File: config.mk
export PLATFORM = sky130hd
export DESIGN_NAME = dns_qname_encoder_core
export DESIGN_NICKNAME = d
export VERILOG_FILES = /design/src/rtl/core/dqe_pkg.sv /design/src/rtl/core/dqe_label_cell.sv /design/src/rtl/core/dqe_label_chain.sv /design/src/rtl/core/dns_qname_encoder_core.sv
export SDC_FILE = /design/constraint.sdc
export NUM_CORES = 1
export LEC_CHECK = 0
export BUFFER_PORTS_ARGS = -buffer_cell sky130_fd_sc_hd__buf_2
export CORE_ASPECT_RATIO = 1.4
export CORE_MARGIN = 3
export CORE_UTILIZATION = 65
export CTS_BUF_LIST = sky130_fd_sc_hd__clkbuf_4
export DETAILED_ROUTE_END_ITERATION = 7
export GPL_TIMING_DRIVEN = 0
export PLACE_DENSITY = 0.92
export RECOVER_POWER = 25
export SLEW_MARGIN = 20
export SYNTH_ARGS = -nofsm -noshare
export SYNTH_HDL_FRONTEND = slang
export SYNTH_SLANG_ARGS = --single-unit
File: constraint.sdc
create_clock -name i_clk -period 4.8 [get_ports i_clk]
set_clock_uncertainty 0.2 [all_clocks]
set_input_delay 0.96 -clock i_clk [delete_from_list [all_inputs] [get_ports i_clk]]
set_output_delay 0.96 -clock i_clk [all_outputs]
set_load 0.05 [all_outputs]
File: src/rtl/core/dqe_pkg.sv
// ----------------------------------------------------------------------------
// dqe_pkg
// Shared types and constants for the DNS question-name encoder.
// ----------------------------------------------------------------------------
package dqe_pkg;

    localparam int LABEL_DEPTH = 32;
    localparam int CNT_W       = $clog2(LABEL_DEPTH + 1);

    localparam logic [CNT_W-1:0] LABEL_FULL = CNT_W'(LABEL_DEPTH);

    localparam logic [7:0] CHAR_TERM  = 8'h00;
    localparam logic [7:0] CHAR_DOT   = 8'h2E;
    localparam logic [7:0] CHAR_SLASH = 8'h2F;

    localparam logic [15:0] QTYPE_A   = 16'h0001;
    localparam logic [15:0] QCLASS_IN = 16'h0001;

    typedef enum logic [2:0] {
        S_IDLE,
        S_LEN,
        S_DATA,
        S_ROOT,
        S_TYPE_HI,
        S_TYPE_LO,
        S_CLASS_HI,
        S_CLASS_LO
    } t_state;

    // control broadcast along the label chain
    typedef struct packed {
        logic       push;
        logic       pop;
        logic [7:0] char_byte;
    } t_chain_ctrl;

endpackage

File: src/rtl/core/dqe_label_cell.sv
// ----------------------------------------------------------------------------
// dqe_label_cell
// One character slot of the label chain: fills in order, shifts toward head.
// ----------------------------------------------------------------------------
module dqe_label_cell
    import dqe_pkg::*;
(
    input  logic        i_clk,
    input  logic        i_rst_n,
    input  t_chain_ctrl i_ctrl,
    input  logic        i_prev_occ,
    input  logic [7:0]  i_next_data,
    input  logic        i_next_occ,
    output logic [7:0]  o_data,
    output logic        o_occ
);

    logic [7:0] r_data;
    logic       r_occ;

    always_ff @(posedge i_clk) begin
        if (!i_rst_n) begin
            r_occ <= 1'b0;
        end else if (i_ctrl.pop) begin
            r_occ <= i_next_occ;
        end else if (i_ctrl.push && !r_occ && i_prev_occ) begin
            r_occ <= 1'b1;
        end
    end

    // first free slot takes the new character
    always_ff @(posedge i_clk) begin
        if (i_ctrl.pop) begin
            r_data <= i_next_data;
        end else if (i_ctrl.push && !r_occ && i_prev_occ) begin
            r_data <= i_ctrl.char_byte;
        end
    end

    assign o_data = r_data;
    assign o_occ  = r_occ;

endmodule

File: src/rtl/core/dqe_label_chain.sv
// ----------------------------------------------------------------------------
// dqe_label_chain
// Row of label cells; oldest character always sits in the head cell.
// ----------------------------------------------------------------------------
module dqe_label_chain
    import dqe_pkg::*;
(
    input  logic        i_clk,
    input  logic        i_rst_n,
    input  t_chain_ctrl i_ctrl,
    output logic [7:0]  o_head_data,
    output logic        o_head_occ
);

    logic [7:0] w_data [LABEL_DEPTH+1];
    logic       w_occ  [LABEL_DEPTH+1];

    // slot past the tail reads as empty
    assign w_data[LABEL_DEPTH] = 8'h00;
    assign w_occ[LABEL_DEPTH]  = 1'b0;

    for (genvar g = 0; g < LABEL_DEPTH; g++) begin : g_cell
        logic w_prev_occ;
        if (g == 0) begin : g_head
            assign w_prev_occ = 1'b1;
        end else begin : g_body
            assign w_prev_occ = w_occ[g-1];
        end

        dqe_label_cell u_cell (
            .i_clk       (i_clk),
            .i_rst_n     (i_rst_n),
            .i_ctrl      (i_ctrl),
            .i_prev_occ  (w_prev_occ),
            .i_next_data (w_data[g+1]),
            .i_next_occ  (w_occ[g+1]),
            .o_data      (w_data[g]),
            .o_occ       (w_occ[g])
        );
    end

    assign o_head_data = w_data[0];
    assign o_head_occ  = w_occ[0];

endmodule

File: src/rtl/core/dns_qname_encoder_core.sv
// ----------------------------------------------------------------------------
// dns_qname_encoder_core
// Encodes a host name, one character per item, into DNS question-field bytes.
// ----------------------------------------------------------------------------
// Input stream: i_s_tdata carries one name character; 0x00 ends the name.
// Output stream: o_m_tdata carries one encoded byte; o_m_tlast marks the low
// byte of the class; o_m_tuser[0] flags that some label of the name overflowed.
// An ordinary character is accepted and shifted into the label chain. A dot
// is accepted, then the length byte and the n buffered characters are
// emitted; the characters drain from the head cell of the chain one per
// cycle while the output is not stalled. The terminator of a non-empty name
// adds the pending label, then five trailer bytes (root, type A, class IN),
// one per cycle unless the output stalls. Input is accepted only while no
// emission is in progress; the output byte is registered.
// A stall on the output holds the output register and freezes emission; the
// input side waits until the emission finishes. Synchronous reset empties
// the chain and clears all name state; buffered bytes are not cleared.
// ----------------------------------------------------------------------------
module dns_qname_encoder_core
    import dqe_pkg::*;
(
    input  logic       i_clk,
    input  logic       i_rst_n,
    input  logic       i_s_tvalid,
    output logic       o_s_tready,
    input  logic [7:0] i_s_tdata,   // [7:0] char_byte
    output logic       o_m_tvalid,
    input  logic       i_m_tready,
    output logic [7:0] o_m_tdata,   // [7:0] out_byte
    output logic       o_m_tlast,
    output logic [0:0] o_m_tuser    // [0] label_too_long
);

    t_state r_state, n_state;
    logic [CNT_W-1:0] r_count, n_count;
    logic r_stopped, n_stopped;
    logic r_any, n_any;
    logic r_ovf, n_ovf;
    logic r_term, n_term;

    logic       r_m_tvalid;
    logic [7:0] r_m_tdata;
    logic       r_m_tlast;
    logic       r_m_tuser;

    logic        w_accept;
    logic        w_slot;
    logic        w_emit;
    logic [7:0]  w_byte;
    logic        w_last;
    t_chain_ctrl w_ctrl;
    logic [7:0]  w_head_data;
    logic        w_head_occ;
    logic        w_is_term;
    logic        w_is_dot;
    logic        w_is_slash;

    assign w_slot     = !r_m_tvalid || i_m_tready;
    assign o_s_tready = (r_state == S_IDLE);
    assign w_accept   = i_s_tvalid && o_s_tready;
    assign w_is_term  = (i_s_tdata == CHAR_TERM);
    assign w_is_dot   = (i_s_tdata == CHAR_DOT);
    assign w_is_slash = (i_s_tdata == CHAR_SLASH);

    dqe_label_chain u_chain (
        .i_clk       (i_clk),
        .i_rst_n     (i_rst_n),
        .i_ctrl      (w_ctrl),
        .o_head_data (w_head_data),
        .o_head_occ  (w_head_occ)
    );

    // next state
    always_comb begin
        n_state = r_state;
        unique case (r_state)
            S_IDLE: begin
                if (w_accept) begin
                    if (w_is_term) begin
                        if (r_any) begin
                            n_state = (r_count != '0) ? S_LEN : S_ROOT;
                        end
                    end else if (!r_stopped && w_is_dot) begin
                        n_state = S_LEN;
                    end
                end
            end
            S_LEN: begin
                if (w_slot) begin
                    if (r_count != '0) begin
                        n_state = S_DATA;
                    end else begin
                        n_state = r_term ? S_ROOT : S_IDLE;
                    end
                end
            end
            S_DATA: begin
                if (w_slot && r_count == CNT_W'(1)) begin
                    n_state = r_term ? S_ROOT : S_IDLE;
                end
            end
            S_ROOT:     if (w_slot) n_state = S_TYPE_HI;
            S_TYPE_HI:  if (w_slot) n_state = S_TYPE_LO;
            S_TYPE_LO:  if (w_slot) n_state = S_CLASS_HI;
            S_CLASS_HI: if (w_slot) n_state = S_CLASS_LO;
            S_CLASS_LO: if (w_slot) n_state = S_IDLE;
            default:    n_state = S_IDLE;
        endcase
    end

    // outputs of the sequencer
    always_comb begin
        w_emit = 1'b0;
        w_byte = 8'h00;
        w_last = 1'b0;
        w_ctrl.push      = 1'b0;
        w_ctrl.pop       = 1'b0;
        w_ctrl.char_byte = i_s_tdata;
        unique case (r_state)
            S_IDLE: begin
                w_ctrl.push = w_accept && !w_is_term && !r_stopped && !w_is_dot
                              && !w_is_slash && (r_count < LABEL_FULL);
            end
            S_LEN: begin
                w_emit = w_slot;
                w_byte = 8'(r_count);
            end
            S_DATA: begin
                w_emit     = w_slot;
                w_byte     = w_head_data;
                w_ctrl.pop = w_slot;
            end
            S_ROOT: begin
                w_emit = w_slot;
            end
            S_TYPE_HI: begin
                w_emit = w_slot;
                w_byte = QTYPE_A[15:8];
            end
            S_TYPE_LO: begin
                w_emit = w_slot;
                w_byte = QTYPE_A[7:0];
            end
            S_CLASS_HI: begin
                w_emit = w_slot;
                w_byte = QCLASS_IN[15:8];
            end
            S_CLASS_LO: begin
                w_emit = w_slot;
                w_byte = QCLASS_IN[7:0];
                w_last = 1'b1;
            end
            default: begin
                w_emit = 1'b0;
            end
        endcase
    end

    // name state
    always_comb begin
        n_count   = r_count;
        n_stopped = r_stopped;
        n_any     = r_any;
        n_ovf     = r_ovf;
        n_term    = r_term;
        if (w_accept) begin
            if (w_is_term) begin
                n_stopped = 1'b0;
                n_any     = 1'b0;
                n_term    = 1'b1;
                if (!r_any) begin
                    n_count = '0;
                    n_ovf   = 1'b0;
                end
            end else begin
                n_any = 1'b1;
                if (!r_stopped) begin
                    priority if (w_is_slash) begin
                        n_stopped = 1'b1;
                    end else if (w_is_dot) begin
                        n_term = 1'b0;
                    end else if (r_count < LABEL_FULL) begin
                        n_count = r_count + CNT_W'(1);
                    end else begin
                        n_ovf = 1'b1;
                    end
                end
            end
        end
        if (w_ctrl.pop) begin
            n_count = r_count - CNT_W'(1);
        end
        // flag lives until the last byte of the name has gone out
        if (w_emit && w_last) begin
            n_ovf = 1'b0;
        end
    end

    always_ff @(posedge i_clk) begin
        if (!i_rst_n) begin
            r_state    <= S_IDLE;
            r_count    <= '0;
            r_stopped  <= 1'b0;
            r_any      <= 1'b0;
            r_ovf      <= 1'b0;
            r_term     <= 1'b0;
            r_m_tvalid <= 1'b0;
        end else begin
            r_state   <= n_state;
            r_count   <= n_count;
            r_stopped <= n_stopped;
            r_any     <= n_any;
            r_ovf     <= n_ovf;
            r_term    <= n_term;
            if (w_emit) begin
                r_m_tvalid <= 1'b1;
            end else if (i_m_tready) begin
                r_m_tvalid <= 1'b0;
            end
        end
    end

    always_ff @(posedge i_clk) begin
        if (w_emit) begin
            r_m_tdata <= w_byte;
            r_m_tlast <= w_last;
            r_m_tuser <= r_ovf;
        end
    end

    assign o_m_tvalid   = r_m_tvalid;
    assign o_m_tdata    = r_m_tdata;
    assign o_m_tlast    = r_m_tlast;
    assign o_m_tuser[0] = r_m_tuser;

`ifndef SYNTHESIS
    a_data_nonempty: assert property (@(posedge i_clk) disable iff (!i_rst_n)
        (r_state == S_DATA) |-> (r_count != '0))
        else $error("label drain with empty count");

    a_count_bound: assert property (@(posedge i_clk) disable iff (!i_rst_n)
        r_count <= LABEL_FULL)
        else $error("label count beyond depth");

    a_chain_sync: assert property (@(posedge i_clk) disable iff (!i_rst_n)
        w_head_occ == (r_count != '0))
        else $error("chain occupancy disagrees with label count");

    a_last_byte: assert property (@(posedge i_clk) disable iff (!i_rst_n)
        (o_m_tvalid && o_m_tlast) |-> (o_m_tdata == QCLASS_IN[7:0]))
        else $error("last byte is not the class low byte");

    a_last_clears_flag: assert property (@(posedge i_clk) disable iff (!i_rst_n)
        (w_emit && w_last) |=> !r_ovf)
        else $error("overflow flag survived end of name");
`endif

endmodule

Word level (Yosys, flattened, before mapping)
Cells that the tools add are included.
Operators by class
  $lt $le $gt $ge: 1
  reductions and logical operators: 156
  mux-type cells: 168
  add/sub/neg operators: 2
  bitwise logic cells: 1
  equal/unequal tests: 29
Operator list (count)
  8-bit two-way mux: 62
  1-bit two-way mux: 82
  1-bit logical AND: 72
  2-bit nonzero test: 34
  6-bit two-way mux: 8
  1-bit zero test: 37
  3-bit two-way mux: 11
  3-bit case mux with 8 select lines: 1
  8-bit case mux with 3 select lines: 1
  2-bit != test, second input constant: 11
  8-bit by 6-bit equality test with 1-bit output, second input constant: 2
  3-bit equality test, second input constant: 4
  6-bit AND reduction: 2
  10-bit AND reduction: 1
  3-bit by 2-bit != test with 1-bit output, second input constant: 3
  8-bit zero test: 1
  7-bit OR reduction: 1
  6-bit by 1-bit adder with 6-bit output, second input constant: 1
  3-bit by 2-bit equality test with 1-bit output, second input constant: 2
  6-bit by 1-bit equality test with 1-bit output, second input constant: 1
  6-bit less-than comparator, second input constant: 1
  2-bit two-way mux: 3
  3-bit by 1-bit != test with 1-bit output, second input constant: 2
  6-bit nonzero test: 1
  10 further kinds: 13
Storage, ports and cells
  output and inout bits: 12
  flip-flop bits (word level): 312

Longest topological paths before layout
Gate-level depths: netlist of the first run.
  depth after elaboration: 12
  gate-level depth with buffers: 7
  mapped depth without buffers: 6

Hierarchy
Synthesis of the first run repeated with hierarchy kept, for this count alone.
Unflattened totals
  cell total of the unflattened synthesis: 932
  area total of the unflattened synthesis: 14261.2 µm²
Modules (own cells, without submodules)
  dqe_label_cell: instances 32, cells an instance 24, area an instance 399.1 µm², seq. area each 260.2 µm²
  dns_qname_encoder_core: instances 1, cells an instance 162, area an instance 1481.4 µm², seq. area each 580.6 µm²
  dqe_label_chain: instances 1, cells an instance 2, area an instance 7.5 µm², seq. area each 0.0 µm²

Worst setup path before layout of the first run
OpenSTA, ideal clock, no wires.
  kind: input-to-reg
  start point: in i_s_tvalid
  end point: reg u_chain.g_cell[0].u_cell.r_data[0], enable pin
  data arrival time: 2.906 ns
  slack: 1.310 ns
  stages on the path: 6
  setup time: 0.384 ns
  cells stage by stage: or4b_1 -> buf_2 -> a2111oi_4 -> buf_6 -> inv_1 -> o21ai_0
Between the ends
  longest elaborated chain between the ends: 9
Ends and longest elaborated chain
  start: declaration: line dns_qname_encoder_core.sv:24  | input logic i_s_tvalid,
  1-bit logical AND: line dns_qname_encoder_core.sv:60  | assign w_accept = i_s_tvalid && o_s_tready;
  1-bit logical AND (3 in series): line dns_qname_encoder_core.sv:121  | w_ctrl.push = w_accept && !w_is_term && !r_stopped && !w_is_dot
  1-bit logical AND (2 in series): line dns_qname_encoder_core.sv:122  | && !w_is_slash && (r_count < LABEL_FULL);
  1-bit two-way mux: line dns_qname_encoder_core.sv:119  | unique case (r_state)
  1-bit logical AND: line dqe_label_cell.sv:35  | end else if (i_ctrl.push && !r_occ && i_prev_occ) begin
  2-bit nonzero test (no line)
  end signal: assignment: line dqe_label_cell.sv:34  | r_data <= i_next_data;
  end signal: assignment: line dqe_label_cell.sv:36  | r_data <= i_ctrl.char_byte;
  end: declaration: line dqe_label_cell.sv:18  | logic [7:0] r_data;
No other way between the ends.
A chain may end at the register's enable or synchronous reset.

Final worst setup path of the first run
  start point: reg r_state[1]
  end point: reg u_chain.g_cell[1].u_cell.r_data[1], enable pin
Between the ends
  longest elaborated chain between the ends: 11
  elaborated cells on any way between the ends: 13
Ends and longest elaborated chain
  start: declaration: line dns_qname_encoder_core.sv:34  | t_state r_state, n_state;
  start signal: assignment: line dns_qname_encoder_core.sv:209  | r_state <= n_state;
  3-bit zero test: line dns_qname_encoder_core.sv:59, dns_qname_encoder_core.sv:119
  1-bit logical AND: line dns_qname_encoder_core.sv:60
  1-bit logical AND (3 in series): line dns_qname_encoder_core.sv:121
  1-bit logical AND (2 in series): line dns_qname_encoder_core.sv:122
  1-bit two-way mux: line dns_qname_encoder_core.sv:119
  1-bit logical AND (2 in series): line dqe_label_cell.sv:35
  2-bit nonzero test (no line) *
  end signal: assignment: line dqe_label_cell.sv:34
  end signal: assignment: line dqe_label_cell.sv:36
  end: declaration: line dqe_label_cell.sv:18
Mark *: on every way between the ends. The rest lies on a longest branch, timed or not.

==> out/qor.yml, run 1 <==
timing.final.setup_violations: 0
multiInputGateArea_mm2: 0.00355
r2r-end: "u_chain.g_cell[1].u_cell.o_data[1]$_DFFE_PP_"
yosysSeqAreaShare_pct: 69.3
worst_path_class_setup: "reg -> reg"
crit_path_max_fanout: 10
maximum_number_of_pins_on_one_net_before_global_route_repair: 11
first_global_vias: 8918
critical_path.startpoint_type: "register"
layout.cells.most_common_list: "258 x sky130_fd_sc_hd__edfxtp_1, 250 x sky130_fd_sc_hd__a21o_1, 113 x sky130_fd_sc_hd__clkbuf_4, 94 x sky130_fd_sc_hd__clkbuf_1"
fmax_mhz: 267
post_synth_instance_area_mm2: 0.0127
ys_ff_latch: 312
ys_async_sr_fraction_pct: 0
final_common_cell: "sky130_fd_sc_hd__edfxtp_1"
syn-mean-instance-area_um2: 13.4
num-nets-final: 1065
unrepaired_setup_endpoints_after_global_routing: "false"
number_of_enable_flip_flop_cells_after_synthesis: 258
maxCapViolations: 0
postCtsResizedCells: 0
postLayoutCellArea_mm2: 0.0141
timing.rr.start: "r_state[1]$_SDFFE_PN0P_"
r2r_setup_slack_ns: 1.06
synthSimpleGateAreaFrac_pct: 5.28
first_pass_grt_wire_length_mm: 46.3
ys.warnings.count: 0
post_synth_fa_ha_maj_area_fraction_pct: 0.393
data_required_time_of_the_worst_path_ns: 4.88
grt.overflow.total: 0
die_h_um: 172
number_of_distinct_library_cell_variants_in_the_gate_level_netlist_after_synthesis: 50
rows: 60
regArea_mm2: 0.00883
postSynthNetCount: 968
area_growth_syn_to_layout_pct: 10.6
clock_tree_root: "sky130_fd_sc_hd__clkbuf_4"
synth_top_family_by_area: "compound AO/OA/AOI/OAI gates"
synth_xor_xnor_area_share_pct: 0
outcome: "completed"
gp_congestion: 0.932
finalSetupTns_ns: 0
i_o_pin_count: 24
final_layout_size_suffix_gt1_share_pct: 12.5
cts_made_buffers: 73
chipWidth_um: 124
tritoncts: "built"
min_cycle_time_layout_ns: 3.74
clock_insertion_delay_worst_skew_ns: 0.69
worstSetupStartpoint: "r_state[1]$_SDFFE_PN0P_"
drt_drc_violations_left: 0
cts.hold.buffers_added: 0
timing_worst_slew_pin_value_ns: 1.09
htreeDepth: 3
cts.repair_timing.setup_buffer_count: 0
timing.final.max_slew_violations: 0
hold_violations: 0
worstPathArrival_ns: 3.82
routed_wire_length_per_instance_um: 21.4
powerDensity_mw_per_mm2: 395
global_route.usage.total_pct: 27.6
synth_flop_cell: "sky130_fd_sc_hd__edfxtp_1"
dpl_cell_area_mm2: 0.0132
initial_utilization_pct: 66.3
clk_pin_slew_worst_paths_ns: 0.07
end_kind: "register"
floorplan.core_area_mm2: 0.0192
dp.final_hpwl_mm: 19.1
routed_via_density: 6.35
antenna_found_initial: 1
max-clock-path-buffers: 3
die_footprint_mm2: 0.0214
numClockSinks: 312
final.period_utilization_pct: 78.0
r2r_cells: 6
fillers: 1181
num_vias: 8577
setup.worst_path.end: "u_chain.g_cell[1].u_cell.o_data[1]$_DFFE_PP_"
detailedRoute.firstIterationViolations: 1111
hp-class: "reg -> reg"
synth_mux_area_share_pct: 0.628
irDropWorstVdd_uv: 250
finalWirelength_mm: 28.8
drtAntennaViolNets: 0
power_leakage_uw: 0.00586
hp-start: "r_ovf$_SDFFE_PP0P_"
drtPass1Iterations: 8
synth-compound-area-share_pct: 21.5
post_synth_inst_count: 952
timing.max_slew.rel_slack_pct: 27.0
io_buffers: 22
## synthesized netlist by cell type (all sizes together), types with 2 or more instances
| library cell | count | area, um2 |
|---|---|---|
| a31oi | 2 | 12.5 |
| mux2i | 8 | 80.1 |
| edfxtp | 258 | 7750 |
| nand4b | 2 | 17.5 |
| and3 | 3 | 18.8 |
| and2 | 11 | 68.8 |
| dfxtp | 54 | 1080 |
| buf | 15 | 83.8 |
| nor3 | 6 | 30.0 |
| inv | 5 | 18.8 |
| clkbuf | 72 | 270 |
| a311o | 2 | 20.0 |
| a21o | 250 | 1880 |
| o21ai | 68 | 340 |
| a21boi | 4 | 30.0 |
| nand4 | 4 | 25.0 |
| nand3 | 5 | 25.0 |
| o221a | 2 | 22.5 |
| a211oi | 2 | 15.0 |
| nor3b | 2 | 15.0 |
| a21oi | 38 | 194 |
| o21a | 2 | 15.0 |
| a22oi | 6 | 45.0 |
| a22o | 3 | 26.3 |
| nand2 | 43 | 161 |
| ha | 4 | 50.1 |
| nor4b | 2 | 17.5 |
| o32ai | 2 | 36.3 |
| nor2b | 2 | 12.5 |
| o211a | 3 | 30.0 |
| nor4 | 4 | 25.0 |
| nor2 | 54 | 203 |
| nand2b | 3 | 18.8 |
## metrics by stage
stage                     power (uW)  worst slack, ns  util, %  std cells  hold slack, ns
after floorplan                 3320             1.31        -        952           0.209
after global placement          3400            0.686     68.5       1222           0.233
after detailed placement        3420            0.736     68.5       1222           0.222
after CTS                       5600             1.18     73.5       1349           0.228
after global routing            5770            0.890     73.4       1350           0.254
final                           5570             1.06     73.4       1350           0.235
## registers in the layout, indices dropped and copies added (netlist names)
register                      cells
r_ovf                             1
r_stopped                         1
u_chain.g_cell.u_cell.o_occ      32
r_any                             1
r_count                           6
o_m_tlast                         1
r_state                           3
o_m_tvalid                        1
u_chain.g_cell.u_cell.o_data    256
o_m_tuser                         1
o_m_tdata                         8
r_term                            1
## cell families after synthesis
kind of cell | Yosys count
compound gates | 391
fa+ha+maj | 4
flops | 312
mux | 8
buf+inv | 92
simple gates | 145
## layout make-up
cell class	count	share of cell area, %
Clock inverter	14	0.745
Sequential cell	312	62.6
Multi-Input combinational cell	548	25.1
Antenna cell	1	0.0177
Inverter	5	0.133
Clock buffer	113	6.01
Timing Repair Buffer	22	0.665
Tap cell	248	2.20
Buffer	87	2.48
## where the power goes
part           leakage [uW]  switching [uW]  internal, uW
combinational       0.00252             232           119
clock              0.000580            1030          1180
sequential          0.00276            28.8          2990
## routing by layer
layer  track usage [%]  part of all wire [%]  vias to the layer above
met5                 0                     0                        -
met4              17.4                   5.7                        0
met3              5.50                   7.2                      121
met2              49.9                    53                      499
met1              29.8                    34                     4158
li1                  -                     -                     3799
## worst min path at each step
| stage | slack [ns] | to | cells past startpoint |
|---|---|---|---|
| 2_1_floorplan | 0.21 | o_m_tuser$_DFFE_PP_ | 0 |
| 3_3_place_gp | 0.23 | o_m_tuser$_DFFE_PP_ | 0 |
| 3_5_place_dp | 0.22 | o_m_tuser$_DFFE_PP_ | 0 |
| 4_1_cts | 0.23 | o_m_tuser$_DFFE_PP_ | 0 |
| 5_1_grt | 0.25 | o_m_tuser$_DFFE_PP_ | 0 |
| 6_report | 0.23 | o_m_tuser$_DFFE_PP_ | 0 |
## critical path: stages, from the launching register on
cell and delay, ns:
sky130_fd_sc_hd__dfxtp_1 0.42, sky130_fd_sc_hd__nor3b_1 0.81, sky130_fd_sc_hd__nand2_1 0.34, sky130_fd_sc_hd__clkbuf_1 0.30, sky130_fd_sc_hd__clkbuf_1 0.32, sky130_fd_sc_hd__clkbuf_1 0.34
sky130_fd_sc_hd__o21ai_1 0.60
No activity file was read; power rests on OpenSTA's default activity.
==> inputs of run 2 (changes only) <==
ABC_AREA = 1   (was unset)
clock period = 3.8 ns   (was 4.8 ns; I/O delays follow)
==> run 2 against run 1 <==
Compared with the run above:
- the run now ends with design-rule violations left
- register-to-register slack lost 0.34 ns
- routed wire length rose by 8.4%
- worst hold slack lost 0.072 ns
- fmax increased by 22%
- cell count up 29%
- global-route usage up 1.0 points
- first-iteration DRC count increased by 19%
- critical path depth rose by 3
- non-clock buffer count is 11 lower
- synthesized cell count up 40%
- cell area up 2.5%
- via count is 18% higher
- highest routed layer unchanged
==> out/qor.yml, run 2 <==
num_vias: 10200  # was 8,577
critPathMaxStageDelay_ns: 0.52  # was 0.81 ns
synthTopCellsByArea: "sky130_fd_sc_hd__edfxtp_1 59%, sky130_fd_sc_hd__nand2_1 18%, sky130_fd_sc_hd__dfxtp_1 8.2%"  # was sky130_fd_sc_hd__edfxtp_1 61%, sky130_fd_sc_hd__a21o_1 15%, sky130_fd_sc_hd__dfxtp_1 8.5%
timing.final.ws_setup_ns: 0.719  # was 1.06 ns
post_synth_fa_ha_maj_area_fraction_pct: 0.380  # was 0.393%
dp.final_hpwl_mm: 20.2  # was 19.1 mm
antenna_found_initial: 1  # unchanged
floorplan.core_area_mm2: 0.0199  # was 0.0192 mm2
synth_flop_cell: "sky130_fd_sc_hd__edfxtp_1"  # unchanged
tritoncts: "built"  # unchanged
cts.hold.buffers_added: 0  # unchanged
synth-compound-area-share_pct: 2.70  # was 21.5%
timing.max_slew.rel_slack_pct: 40.3  # was 27.0%
rows: 61  # was 60
final_layout_size_suffix_gt1_share_pct: 11.2  # was 12.5%
ys_async_sr_fraction_pct: 0  # unchanged
powerDensity_mw_per_mm2: 913  # was 395 mW/mm2
numClockSinks: 312  # unchanged
r2r-end: "u_chain.g_cell[24].u_cell.o_occ$_SDFFE_PN0P_"  # was u_chain.g_cell[1].u_cell.o_data[1]$_DFFE_PP_
area_growth_syn_to_layout_pct: 9.59  # was 10.6%
final_common_cell: "sky130_fd_sc_hd__nand2_1"  # was sky130_fd_sc_hd__edfxtp_1
crit_path_max_fanout: 10  # unchanged
postCtsResizedCells: 0  # unchanged
syn-mean-instance-area_um2: 9.86  # was 13.4 um2
gp_congestion: 0.948  # was 0.932
i_o_pin_count: 24  # unchanged
share_seq_of_total_power_pct: 45.1  # was 54.2%
postLayoutCellArea_mm2: 0.0145  # was 0.0141 mm2
timing.critical_path.mode_cell: "sky130_fd_sc_hd__inv_1"  # was sky130_fd_sc_hd__clkbuf_1
final.period_utilization_pct: 81.1  # was 78.0%
die_h_um: 175  # was 172 um
clock_tree_root: "sky130_fd_sc_hd__clkbuf_4"  # unchanged
number_of_enable_flip_flop_cells_after_synthesis: 258  # unchanged
ys.warnings.count: 0  # unchanged
timing_worst_slew_pin_value_ns: 0.892  # was 1.09 ns
chipWidth_um: 126  # was 124 um
global_route.usage.total_pct: 28.6  # was 27.6%
internal-power_uw: 8050  # was 4290 uW
r2r_cells: 9  # was 6
first_global_vias: 10300  # was 8,918
fmax_mhz: 325  # was 267 MHz
min_cycle_time_layout_ns: 3.08  # was 3.74 ns
max-clock-path-buffers: 3  # unchanged
drtAntennaViolNets: 0  # unchanged
cts.repair_timing.setup_buffer_count: 0  # unchanged
routed_wire_length_per_instance_um: 18.0  # was 21.4 um
ys_ff_latch: 312  # unchanged
fillers: 1201  # was 1,181
power_leakage_uw: 0.00627  # was 0.00586 uW
worst_path_class_setup: "reg -> reg"  # unchanged
unrepaired_setup_endpoints_after_global_routing: "false"  # unchanged
end_kind: "register"  # unchanged
synth_top_family_by_area: "simple AND/OR/NAND/NOR gates"  # was compound AO/OA/AOI/OAI gates
violated_checks: "design-rule violations"
hp-start: "i_s_tdata[7]"  # was r_ovf$_SDFFE_PP0P_
io_buffers: 22  # unchanged
r2r_setup_slack_ns: 0.72  # was 1.06 ns
hold-path-endpoint: "u_chain.g_cell[31].u_cell.o_data[7]$_SDFFE_PP0P_"  # was o_m_tuser$_DFFE_PP_
outcome: "finished with violations"  # was completed
drt_drc_violations_left: 66  # was 0
post-place-ws_ns: 0.747  # was 0.736 ns
synth.largest_area_cell: "sky130_fd_sc_hd__edfxtp_1"  # unchanged
power.switching_fraction_pct: 39.0  # was 23.1%
cp_top_family: "buffers and inverters"  # was simple AND/OR/NAND/NOR gates
htreeDepth: 3  # unchanged
synth_mux_area_share_pct: 0  # was 0.628%
data_required_time_of_the_worst_path_ns: 4.18  # was 4.88 ns
clk_pin_slew_worst_paths_ns: 0.07  # about the same
initial_utilization_pct: 66.2  # was 66.3%
die_footprint_mm2: 0.0221  # was 0.0214 mm2
synth_most_common_cell: "sky130_fd_sc_hd__nand2_1"  # was sky130_fd_sc_hd__edfxtp_1
grt.overflow.total: 0  # unchanged
finalWirelength_mm: 31.3  # was 28.8 mm
part_of_the_power_in_combinational_logic_pct: 33.6  # was 6.3%
area_fraction_of_the_dominant_cell_type_after_synthesis_pct: 58.8  # was 60.8%
first_pass_grt_wire_length_mm: 49.9  # was 46.3 mm
cp_cell_sequence: "inv_1 > nor3_4 > nand2_1 > inv_1 > clkbuf_1 > clkbuf_1 > a21oi_1 > nand2_1 > inv_1"  # was nor3b_1 > nand2_1 > clkbuf_1 > clkbuf_1 > clkbuf_1 > o21ai_1
hp-class: "in -> reg"  # was reg -> reg
maximum_number_of_pins_on_one_net_before_global_route_repair: 12  # was 11
irDropWorstVdd_uv: 641  # was 250 uV
number_of_stages_on_the_worst_hold_path: 3  # was 0
synthSimpleGateAreaFrac_pct: 23.3  # was 5.28%
timing.final.max_slew_violations: 0  # unchanged
number_of_distinct_library_cell_variants_in_the_gate_level_netlist_after_synthesis: 29  # was 50
layout.cells.most_common_list: "619 x sky130_fd_sc_hd__nand2_1, 258 x sky130_fd_sc_hd__edfxtp_1, 109 x sky130_fd_sc_hd__clkbuf_4, 106 x sky130_fd_sc_hd__inv_1, 54 x sky130_fd_sc_hd__dfxtp_1"  # was 258 x sky130_fd_sc_hd__edfxtp_1, 250 x sky130_fd_sc_hd__a21o_1, 113 x sky130_fd_sc_hd__clkbuf_4, 94 x sky130_fd_sc_hd__clkbuf_1
post_synth_inst_count: 1337  # was 952
maxCapViolations: 0  # unchanged
post_synth_instance_area_mm2: 0.0132  # was 0.0127 mm2
worstPathArrival_ns: 3.46  # was 3.82 ns
postSynthNetCount: 1353  # was 968
cts_made_buffers: 70  # was 73
critical_path_buf_inv_count: 5  # was 3
timing.final.setup_violations: 0  # unchanged
hold_violations: 0  # unchanged
largest_reg_flops: 256  # unchanged
critical_path.startpoint_type: "register"  # unchanged
power_switching_uw: 5150  # was 1290 uW
finalSetupTns_ns: 0  # unchanged
synth.cells.most_frequent: "618 x sky130_fd_sc_hd__nand2_1, 258 x sky130_fd_sc_hd__edfxtp_1, 102 x sky130_fd_sc_hd__inv_1, 54 x sky130_fd_sc_hd__dfxtp_1"  # was 258 x sky130_fd_sc_hd__edfxtp_1, 250 x sky130_fd_sc_hd__a21o_1, 72 x sky130_fd_sc_hd__clkbuf_1, 54 x sky130_fd_sc_hd__dfxtp_1, 54 x sky130_fd_sc_hd__nor2_1
detailedRoute.firstIterationViolations: 1319  # was 1,111
clock_insertion_delay_worst_skew_ns: 0.69  # about the same
drtPass1Iterations: 8  # unchanged
clock_power_share_pct: 21.3  # was 39.5%
num-nets-final: 1447  # was 1,065
timing.rr.start: "r_state[1]$_SDFFE_PN0P_"  # unchanged
dpl_cell_area_mm2: 0.0136  # was 0.0132 mm2
crit_path_top_delay_cell: "sky130_fd_sc_hd__clkbuf_1"  # was sky130_fd_sc_hd__nor3b_1
synth_xor_xnor_area_share_pct: 0.332  # was 0%
routed_via_density: 5.84  # was 6.35
yosysSeqAreaShare_pct: 67.0  # was 69.3%
## run 2: cell types whose count changed in the layout (fill, tap and decap cells not counted), moves of 12 or more
cell                       delta
sky130_fd_sc_hd__a21o_1     -250
sky130_fd_sc_hd__inv_1      +101
sky130_fd_sc_hd__buf_2       +29
sky130_fd_sc_hd__nand2_1    +576
sky130_fd_sc_hd__nand4_1     +27
sky130_fd_sc_hd__nand3_1     +47
sky130_fd_sc_hd__o21ai_1     -31
sky130_fd_sc_hd__clkbuf_1    -47
sky130_fd_sc_hd__o21ai_0     -12
## run 2: layer usage
metal	up-vias	global-route usage (%)	share of wire [%]
met3	175	6.73	10
met1	4716	32.3	34
met4	0	17.0	5.2
met5	-	0	0
li1	4576	-	-
met2	687	49.1	51
## run 2: worst max path at each step
stage / from / endpoint / slack, ns / cells after the start
6_report: r_state[1]$_SDFFE_PN0P_ / u_chain.g_cell[24].u_cell.o_occ$_SDFFE_PN0P_ / 0.72 / 9
4_1_cts: r_state[2]$_SDFFE_PN0P_ / o_s_tready / 1.13 / 4
5_1_grt: r_state[1]$_SDFFE_PN0P_ / u_chain.g_cell[25].u_cell.o_occ$_SDFFE_PN0P_ / 0.60 / 9
3_3_place_gp: i_s_tdata[4] / u_chain.g_cell[0].u_cell.o_data[7]$_DFFE_PP_ / 0.87 / 9
2_1_floorplan: i_s_tdata[0] / u_chain.g_cell[0].u_cell.o_data[0]$_DFFE_PP_ / 1.32 / 8
3_5_place_dp: i_s_tdata[0] / u_chain.g_cell[0].u_cell.o_data[6]$_DFFE_PP_ / 0.75 / 9
## run 2: cell families after synthesis
family | Yosys count
and+or+nand+nor | 763
DFF | 312
buffers and inverters | 183
AOI/OAI and AO/OA | 70
xor gates and xnor gates | 5
adders and majority gates | 4
## run 2: tightest hold or removal path, stage by stage
cell                     delay [ns]
sky130_fd_sc_hd__buf_2         0.11
sky130_fd_sc_hd__nor2_1        0.05
sky130_fd_sc_hd__nor2_1        0.08
## run 2: cell type report
| cell class | instances | area (um2) | area share [%] |
|---|---|---|---|
| Clock buffer | 109 | 818 | 5.66 |
| Buffer | 76 | 350 | 2.42 |
| Antenna cell | 1 | 2.50 | 0.0173 |
| Tap cell | 252 | 315 | 2.18 |
| Sequential cell | 312 | 8830 | 61.1 |
| Multi-Input combinational cell | 842 | 3490 | 24.1 |
| Clock inverter | 18 | 150 | 1.04 |
| Inverter | 107 | 402 | 2.78 |
| Timing Repair Buffer | 22 | 96.3 | 0.667 |
## run 2: power groups by stage
| stage | Sequential [uW] | Clock (uW) | Combinational (uW) |
|---|---|---|---|
| final | 5950 | 2810 | 4430 |
| after global routing | 6040 | 2980 | 4860 |
| after CTS | 5940 | 2810 | 4450 |
| after detailed placement | 5980 | 0 | 4350 |
| after global placement | 5930 | 0 | 4090 |
| after floorplan | 6030 | 0 | 2970 |
## run 2: through the flow
| stage | total power [uW] | hold WS (ns) | utilization, % | instances |
|---|---|---|---|---|
| 6_report | 13200 | 0.162 | 72.5 | 1739 |
| 5_1_grt | 13900 | 0.158 | 72.5 | 1739 |
| 4_1_cts | 13200 | 0.154 | 73.2 | 1738 |
| 3_5_place_dp | 10300 | 0.244 | 68.3 | 1611 |
| 3_3_place_gp | 10000 | 0.241 | 68.3 | 1611 |
| 2_1_floorplan | 9000 | 0.209 | - | 1337 |
==> inputs of run 3 (changes only) <==
clock period = 2.9 ns   (was 3.8 ns; I/O delays follow)
==> run 3 against run 2 <==
Compared with the run above:
- the run still ends with design-rule violations left
- count of clock-buffer cells in the layout is the same
- power up 32%
- setup slack lost 0.71 ns
- non-clock buffer count up 6
- sequential power up 31%
- utilization is 0.53 points higher
- die area unchanged
- flip-flop and latch count did not move
- critical path depth is 1 higher
- routed wire length increased by 2.4%
- global-route usage grew 0.77 points
- combinational power is 33% higher
- critical endpoint is now u_chain.g_cell[23].u_cell.o_data[1]$_DFFE_PP_
==> out/qor.yml, run 3 (synthesized netlist as in run 2, its figures left out) <==
powerDensity_mw_per_mm2: 1200  # was 913 mW/mm2
gp_congestion: 0.948  # unchanged
routed_wire_length_per_instance_um: 18.4  # was 18.0 um
r2r-end: "u_chain.g_cell[12].u_cell.o_data[7]$_DFFE_PP_"  # was u_chain.g_cell[24].u_cell.o_occ$_SDFFE_PN0P_
hold_violations: 0  # unchanged
hp-class: "in -> reg"  # unchanged
dp.final_hpwl_mm: 20.2  # unchanged
chipWidth_um: 126  # unchanged
detailedRoute.firstIterationViolations: 1323  # was 1,319
final_layout_size_suffix_gt1_share_pct: 12.5  # was 11.2%
floorplan.core_area_mm2: 0.0199  # unchanged
routed_via_density: 5.87  # was 5.84
crit_path_max_fanout: 10  # unchanged
drtAntennaViolNets: 0  # unchanged
irDropWorstVdd_uv: 847  # was 641 uV
tritoncts: "built"  # unchanged
outcome: "finished with violations"  # unchanged
timing_worst_slew_pin_value_ns: 0.887  # was 0.892 ns
finalSetupTns_ns: 0  # unchanged
dpl_cell_area_mm2: 0.0136  # unchanged
rows: 61  # unchanged
max-clock-path-buffers: 3  # unchanged
clock_tree_root: "sky130_fd_sc_hd__clkbuf_4"  # unchanged
postLayoutCellArea_mm2: 0.0146  # was 0.0145 mm2
initial_utilization_pct: 66.2  # unchanged
die_footprint_mm2: 0.0221  # unchanged
instances_no_fill: 1745  # was 1,739
clk_pin_slew_worst_paths_ns: 0.07  # about the same
cts.repair_timing.setup_buffer_count: 0  # unchanged
worst_path_class_setup: "in -> reg"  # was reg -> reg
final_common_cell: "sky130_fd_sc_hd__nand2_1"  # unchanged
largest_reg_flops: 256  # unchanged
numClockSinks: 312  # unchanged
data_required_time_of_the_worst_path_ns: 3.03  # was 4.18 ns
critical_path.startpoint_type: "primary input"  # was register
place.detailed.instances: 1611  # unchanged
final.period_utilization_pct: 99.6
finalWirelength_mm: 32.0  # was 31.3 mm
cts_made_buffers: 70  # unchanged
htreeDepth: 3  # unchanged
setup.worst_path.end: "u_chain.g_cell[23].u_cell.o_data[1]$_DFFE_PP_"  # was u_chain.g_cell[24].u_cell.o_occ$_SDFFE_PN0P_
first_pass_grt_wire_length_mm: 51.0  # was 49.9 mm
maximum_number_of_pins_on_one_net_before_global_route_repair: 12  # unchanged
power_leakage_uw: 0.00636  # was 0.00627 uW
maxCapViolations: 0  # unchanged
drt_drc_violations_left: 23  # was 66
area_growth_syn_to_layout_pct: 10.4  # was 9.59%
unrepaired_setup_endpoints_after_global_routing: "false"  # unchanged
timing.final.max_slew_violations: 0  # unchanged
grt.overflow.total: 0  # unchanged
cts.hold.buffers_added: 6  # was 0
timing.final.setup_violations: 0  # unchanged
layout.cells.most_common_list: "618 x sky130_fd_sc_hd__nand2_1, 258 x sky130_fd_sc_hd__edfxtp_1, 109 x sky130_fd_sc_hd__clkbuf_4, 104 x sky130_fd_sc_hd__inv_1, 54 x sky130_fd_sc_hd__dfxtp_1"  # was 619 x sky130_fd_sc_hd__nand2_1, 258 x sky130_fd_sc_hd__edfxtp_1, 109 x sky130_fd_sc_hd__clkbuf_4, 106 x sky130_fd_sc_hd__inv_1, 54 x sky130_fd_sc_hd__dfxtp_1
violated_checks: "design-rule violations"  # unchanged
fin_total_pwr_uw: 17400  # was 13,200 uW
layout.core_utilization_pct: 73.1  # was 72.5%
drtPass1Iterations: 8  # unchanged
clock_insertion_delay_worst_skew_ns: 0.69  # about the same
die_h_um: 175  # unchanged
min_cycle_time_layout_ns: 2.89
timing.rr.start: "r_state[1]$_SDFFE_PN0P_"  # unchanged
antenna_found_initial: 1  # unchanged
io_buffers: 22  # unchanged
first_global_vias: 10500  # was 10,300
num-nets-final: 1453  # was 1,447
end_kind: "register"  # unchanged
global_route.usage.total_pct: 29.4  # was 28.6%
worstPathArrival_ns: 3.02  # was 3.46 ns
cp_cell_sequence: "dlygate4sd3_1 > clkbuf_1 > nand2_1 > nor2_1 > nand2_1 > nand2_1 > inv_1 > clkbuf_1 > nand4_1 > nand2_1"  # was inv_1 > nor3_4 > nand2_1 > inv_1 > clkbuf_1 > clkbuf_1 > a21oi_1 > nand2_1 > inv_1
r2r_cells: 8  # was 9
crit_path_top_delay_cell: "sky130_fd_sc_hd__dlygate4sd3_1"  # was sky130_fd_sc_hd__clkbuf_1
i_o_pin_count: 24  # unchanged
postCtsResizedCells: 0  # unchanged
r2r_setup_slack_ns: 0.15  # was 0.72 ns
critPathMaxStageDelay_ns: 0.56  # was 0.52 ns
worstSetupStartpoint: "i_s_tdata[5]"  # was r_state[1]$_SDFFE_PN0P_
fmax_mhz: 346
timing.critical_path.mode_cell: "sky130_fd_sc_hd__nand2_1"  # was sky130_fd_sc_hd__inv_1
num_vias: 10200  # about the same
timing.max_slew.rel_slack_pct: 40.7  # was 40.3%
-- run 3: changes by cell type in the layout (fill, tap and decap cells not counted), sizes merged --
cell,change
dlygate4sd3,+6
clkbuf,-5
buf,+5
-- run 3: area by class of cell --
class,instances,area (um2)
antenna,1,2.50
buffer,76,384
clock buffer,109,818
clock inverter,18,150
fill,1167,5370
inverter,107,402
multi-input combinational,842,3500
sequential,312,8830
tap,252,315
timing repair buffer,28,155
-- run 3: power by group --
group	leakage [uW]	internal (uW)	switching [uW]
Combinational	0.00296	1380	4530
Clock	0.000574	1980	1720
Sequential	0.00283	7240	566
Total	0.00636	10600	6820
-- run 3: per-stage QoR --
stage	worst slack (ns)	hold WS, ns
floorplan	0.600	0.209
global placement	0.146	0.241
detailed placement	0.0270	0.244
CTS	0.193	0.00345
global route	0.00859	0.0436
finish	0.0114	0.0284
-- run 3: critical path: cells and delay by family --
kind                   cells  cell delay (ns)
and+or+nand+nor            6             1.07
buffers and inverters      4             1.36
-- run 3: worst min-delay path by stage --
stage                             startpoint                                          endpoint  slack [ns]  depth (start not counted)
final                           i_s_tdata[1]  u_chain.g_cell[31].u_cell.o_data[1]$_SDFFE_PP0P_        0.03                          3
after global routing            i_s_tdata[0]  u_chain.g_cell[31].u_cell.o_data[0]$_SDFFE_PP0P_        0.04                          3
after CTS                       i_s_tdata[0]  u_chain.g_cell[31].u_cell.o_data[0]$_SDFFE_PP0P_       0.003                          3
after detailed placement  r_any$_SDFFE_PN0N_                                r_any$_SDFFE_PN0N_        0.24                          2
after global placement    r_any$_SDFFE_PN0N_                                r_any$_SDFFE_PN0N_        0.24                          2
after floorplan           r_ovf$_SDFFE_PP0P_                               o_m_tuser$_DFFE_PP_        0.21                          0
-- run 3: layer usage --
metal	vias to the layer above	routed length (um)	global-route usage, %
met2	740	16100	50.3
met1	4692	10500	32.5
li1	4589	-	-
met3	218	3330	7.41
met5	-	0	0
met4	0	2050	18.2
